--- src/rtl/core/round_robin_tick_scheduler_top_defines.svh ---
// assertion helpers for the scheduler
`ifndef ROUND_ROBIN_TICK_SCHEDULER_TOP_DEFINES_SVH
`define ROUND_ROBIN_TICK_SCHEDULER_TOP_DEFINES_SVH

`ifndef NO_ASSERTIONS
`define RRTS_ASSERT_SAME(label, clk, rst_n, ante, cons) \
  label: assert property (@(posedge clk) disable iff (!rst_n) (ante) |-> (cons)) \
    else $error("scheduler check failed");
`define RRTS_ASSERT_NEXT(label, clk, rst_n, ante, cons) \
  label: assert property (@(posedge clk) disable iff (!rst_n) (ante) |=> (cons)) \
    else $error("scheduler check failed");
`else
`define RRTS_ASSERT_SAME(label, clk, rst_n, ante, cons)
`define RRTS_ASSERT_NEXT(label, clk, rst_n, ante, cons)
`endif

`endif

--- src/rtl/core/rrts_pkg.sv ---
`default_nettype none
package rrts_pkg;

  localparam int unsigned QUEUE_DEPTH = 32;
  localparam int unsigned SLOT_W      = $clog2(QUEUE_DEPTH);
  localparam int unsigned COUNT_W     = $clog2(QUEUE_DEPTH + 1);

  localparam int unsigned ID_W      = 8;
  localparam int unsigned BURST_W   = 16;
  localparam int unsigned TIME_W    = 32;
  localparam int unsigned SUM_W     = 48;
  localparam int unsigned QUANTUM_W = 8;

  localparam logic [QUANTUM_W-1:0] QUANTUM_RESET = 8'd10;
  localparam logic [ID_W-1:0]      ID_FIRST      = 8'd1;
  localparam logic [ID_W-1:0]      ID_LAST       = 8'd255;

  localparam int unsigned IN_TDATA_W   = 16;
  localparam int unsigned OUT_FIELDS_W = ID_W + TIME_W + 2 + 2 * TIME_W + 2 * SUM_W;
  localparam int unsigned OUT_TDATA_W  = ((OUT_FIELDS_W + 7) / 8) * 8;
  localparam int unsigned OUT_PAD_W    = OUT_TDATA_W - OUT_FIELDS_W;

  localparam logic FUNC_ADMIT = 1'b0;
  localparam logic FUNC_TICK  = 1'b1;

  typedef enum logic [1:0] {
    ST_ADMIT = 2'd0,
    ST_RAN   = 2'd1,
    ST_IDLE  = 2'd2,
    ST_FULL  = 2'd3
  } status_e;

  typedef struct packed {
    logic [ID_W-1:0]    id;
    logic [BURST_W-1:0] remaining;
    logic [TIME_W-1:0]  arrival;
    logic [BURST_W-1:0] burst;
  } slot_t;

  typedef struct packed {
    logic load_in;
    logic pick;
    logic run;
    logic finish;
  } cmd_t;

  typedef struct packed {
    logic run_needed;
  } stat_t;

endpackage
`default_nettype wire

--- src/rtl/core/rrts_ctrl.sv ---
`default_nettype none
module rrts_ctrl (
  input  wire logic          clk_i,
  input  wire logic          rst_ni,
  input  wire logic          in_valid_i,
  output logic               in_ready_o,
  output logic               out_valid_o,
  input  wire logic          out_ready_i,
  input  wire rrts_pkg::stat_t stat_i,
  output rrts_pkg::cmd_t     cmd_o
);

  typedef enum logic [1:0] {
    S_IDLE,
    S_PICK,
    S_RUN,
    S_DONE
  } state_e;

  state_e state_q, state_d;
  logic   out_valid_q, out_valid_d;
  logic   accept;
  logic   load_out;

  assign in_ready_o  = (state_q == S_IDLE);
  assign accept      = in_valid_i && in_ready_o;
  assign load_out    = (state_q == S_DONE) && (!out_valid_q || out_ready_i);
  assign out_valid_o = out_valid_q;

  always_comb begin
    cmd_o         = '0;
    cmd_o.load_in = accept;
    cmd_o.pick    = (state_q == S_PICK);
    cmd_o.run     = (state_q == S_RUN) && stat_i.run_needed;
    cmd_o.finish  = load_out;
  end

  always_comb begin
    state_d     = state_q;
    out_valid_d = out_valid_q;
    if (out_valid_q && out_ready_i) begin
      out_valid_d = 1'b0;
    end
    case (state_q)
      S_IDLE: begin
        if (accept) begin
          state_d = S_PICK;
        end
      end
      S_PICK: state_d = S_RUN;
      S_RUN:  state_d = S_DONE;
      S_DONE: begin
        if (load_out) begin
          out_valid_d = 1'b1;
          state_d     = S_IDLE;
        end
      end
      default: state_d = S_IDLE;
    endcase
  end

  always_ff @(posedge clk_i or negedge rst_ni) begin
    if (!rst_ni) begin
      state_q     <= S_IDLE;
      out_valid_q <= 1'b0;
    end else begin
      state_q     <= state_d;
      out_valid_q <= out_valid_d;
    end
  end

endmodule
`default_nettype wire

--- config.mk ---
export PLATFORM = sky130hd
export DESIGN_NAME = rrts_ctrl
export DESIGN_NICKNAME = d
export VERILOG_FILES = /design/src/rtl/core/round_robin_tick_scheduler_top_defines.svh /design/src/rtl/core/rrts_pkg.sv /design/src/rtl/core/rrts_ctrl.sv
export SDC_FILE = /design/constraint.sdc
export NUM_CORES = 1
export LEC_CHECK = 0
export BUFFER_PORTS_ARGS = -buffer_cell sky130_fd_sc_hd__buf_2
export CAP_MARGIN = 20
export CORE_AREA = 3 3 40 42
export DETAILED_ROUTE_END_ITERATION = 8
export DIE_AREA = 0 0 43 45
export PLACE_DENSITY = 0.5
export SYNTH_ARGS = -nofsm -noshare
export SYNTH_HDL_FRONTEND = slang
export SYNTH_SLANG_ARGS = --single-unit
export TNS_END_PERCENT = 5
--- constraint.sdc ---
create_clock -name clk_i -period 1.4 [get_ports clk_i]
set_input_delay 0.07 -clock clk_i [delete_from_list [all_inputs] [get_ports clk_i]]
set_output_delay 0.07 -clock clk_i [all_outputs]
set_load 0.05 [all_outputs]
==> key figures <==
Detailed routing
  – 1st-pass router iterations: 2
  – Via-per-instance ratio: about 3.7
  – Initial drt markers: 2
  – Vias: roughly 190
  – Post-DR wirelength/cell: 10.3 um
  – Wl on met1: about 250 um
  – Met2 WL post-DR: between 200 and 250 um
  – Highest Signal Layer: met3
  – Routed wl met3: a little under 90 um
  – DRC violations left: 0
  – Routed wire length: roughly 540 um
  – Final ANT Viol Nets: 0

Worst setup path
  – Critical path data arrival time: 1.29 ns
  – R2r worst-path depth: 4
  – CP Max Fanout: 4
  – Reg2reg end: state_q[1]$_DFFE_PN0P_
  – Worst r2r src: state_q[0]$_DFFE_PN0P_
  – Crit-path cells: buf_4 -> inv_2 -> ha_4 -> and2_4 -> buf_6
  – R2r setup slk: around 0.050 ns
  – CP required: 1.33 ns
  – Crit Path Class: register to output pin
  – Crit. End Element: output pin
  – CP peak stage delay: 0.37 ns
  – CP Launch Type: register
  – Critical-path top delay cell: dfrtp_1

Logic synthesis
  – Yosys reg bits: 3
  – Sequential fraction of the synthesis area: 0.313
  – Post-synth cell types: 11
  – Synth area leaders: dfrtp_1 (31%), ha_1 (26%), and2_1 (7.8%)
  – Avg Synthesized Cell Area: approximately 11 sq um
  – Area leader, netlist: dfrtp_1
  – Post-synthesis cell area: approximately 240 sq um
  – Mapped Cells: 22
  – Syn Nets: 32
  – Synth warn: 0
  – Yosys top cell area share: 0.313

Hold path
  – Min-Delay Startpoint: out_ready_i
  – Hold Path Sink: out_valid_o$_DFF_PN0_
  – Hold path cells: 3
  – Hold Path Class: input pin to register

STA
  – Setup violators final: 0
  – Final Slew Violations: 0
  – Final Critical Period: between 1 and 1.5 ns
  – Unrepaired setup endpoints after global routing: yes
  – Slew headroom: 0.831
  – Final Cycle Share: 0.969
  – Tightest Pin Transition: between 0.2 and 0.3 ns
  – Fmax: about 0.74 GHz
  – Worst Clk Skew: 0.00266 ns
  – Final hold viol count: 0

CTS
  – Reg clk slew, reported paths: 0.04 ns
  – Num CTS Buffers: 3
  – Clock Path Buffers: 2
  – Number of H-tree levels: 1
  – Root buffer cell: clkbuf_4
  – Setup Fix Bufs, Post-CTS: 0
  – Clock sinks: 3
  – TritonCTS clock tree: yes
  – Worst-skew pair later-pin latency: approximately 0.23 ns

Die
  – Die footprint: about 0.0019 sq mm
  – I/O pins: 11
  – Cell Rows: 13
  – Die X: between 40 and 50 um
  – Die Ht: around 45 um
  – Core Area: about 0.0013 sq mm
  – Initial Utilization: 0.187

Place
  – Dpl cell area: between 300 and 400 sq um
  – Gpl congestion: around 0.66
  – Placed Cells incl. Taps: 47
  – Port bufs: 10

Cells and area
  – Final std cells w/o fill: between 50 and 60
  – Share of post-route cells with drive strength above 1: 0.703
  – Ant. Diodes: 0
  – Layout net count: 48
  – Final Util: 0.308
  – Syn-to-layout area delta: 64.6%
  – Final instance area: between 300 and 400 sq um

Global routing
  – Initial antenna violation count: 0
  – GR Overflow Total: 0
  – Global-route wire length before repair: around 800 um
  – GRT Total Usage: 0.0633
  – Largest net degree at the start of global routing: 5
  – Vias in the first global route: 184

Run
  – Max cap viols: 0

Run status
  – Status: finished, final reports clean
## worst max-delay path by stage
stage                                start                endpoint  slack, ns
floorplan           state_q[0]$_DFFE_PN0P_  state_q[1]$_DFFE_PN0P_       0.02
global placement    state_q[0]$_DFFE_PN0P_  state_q[1]$_DFFE_PN0P_       0.03
detailed placement  state_q[0]$_DFFE_PN0P_  state_q[1]$_DFFE_PN0P_       0.02
CTS                 state_q[0]$_DFFE_PN0P_                cmd_o[3]      -0.03
global route        state_q[0]$_DFFE_PN0P_                cmd_o[3]      -0.03
finish              state_q[0]$_DFFE_PN0P_                cmd_o[3]       0.04
## synth_stat cells, drive strengths merged
cell,number
a21oi,1
and2,3
and3b,1
buf,2
dfrtp,3
ha,5
inv,3
mux2,1
nand2b,1
o21bai,1
o32a,1
## kinds of logic after synthesis
group | Yosys count | synth area share
buf+inv | 5 | 0.109
fa+ha+maj | 5 | 0.260
simple gates | 5 | 0.141
compound gates | 3 | 0.115
flops | 3 | 0.312
mux | 1 | 0.0625
## state kept, by name, indices dropped and copies added (netlist names)
signal       count
state_q          2
out_valid_o      1
## metrics by stage
step | setup WS, ns | setup TNS, ns | hold slack [ns]
after floorplan | 0.0187 | 0 | -0.226
after global placement | 0.0289 | 0 | -0.130
after detailed placement | 0.0247 | 0 | -0.130
after CTS | -0.0254 | -0.0254 | 0.134
after global routing | -0.0255 | -0.0259 | 0.154
final | 0.0438 | 0 | 0.136
## critical path: cells and delay by family, from the launching register on
family        cells  cell delay [ns]
buf+inv           3             0.39
flops             1             0.37
fa+ha+maj         1             0.15
simple gates      1             0.13
## cell usage in the layout (no fill, tap or decap)
cell type      count
mux2_4             1
ha_4               2
inv_2              2
nand2b_1           1
o21bai_1           1
clkbuf_4           3
and2_1             1
dfrtp_1            3
and3b_2            1
dlygate4sd3_1      1
inv_1              1
buf_6              1
a21oi_2            1
buf_4              2
o32a_2             1
ha_1               2
clkbuf_1           1
ha_2               1
buf_8              1
and2_4             2
buf_2              8
## layout make-up
type / instances / area (sq um)
clock buffer: 4 / 26.3
fill: 141 / 890
inverter: 3 / 11.3
multi-input combinational: 14 / 173
sequential: 3 / 75.1
tap: 15 / 18.8
timing repair buffer: 13 / 91.3
## routing by layer
| layer | GRT usage | vias to the layer above |
|---|---|---|
| li1 | - | 98 |
| met1 | 0.0773 | 82 |
| met2 | 0.0659 | 14 |
| met3 | 0.0757 | 0 |
| met4 | 0.0181 | 0 |
| met5 | 0 | - |
## what timing repair did
item                                   in CTS  in global routing
setup endpoints to repair                   2                  4
endpoints found under the hold margin       3                  0
hold buffers                                1                  0
gates resized for setup                     3                 11
pin swaps                                   0                  2
Power is left out: the tool's default activity adds up to more than one toggle a clock period on the data nets, which glitch-free logic cannot reach.
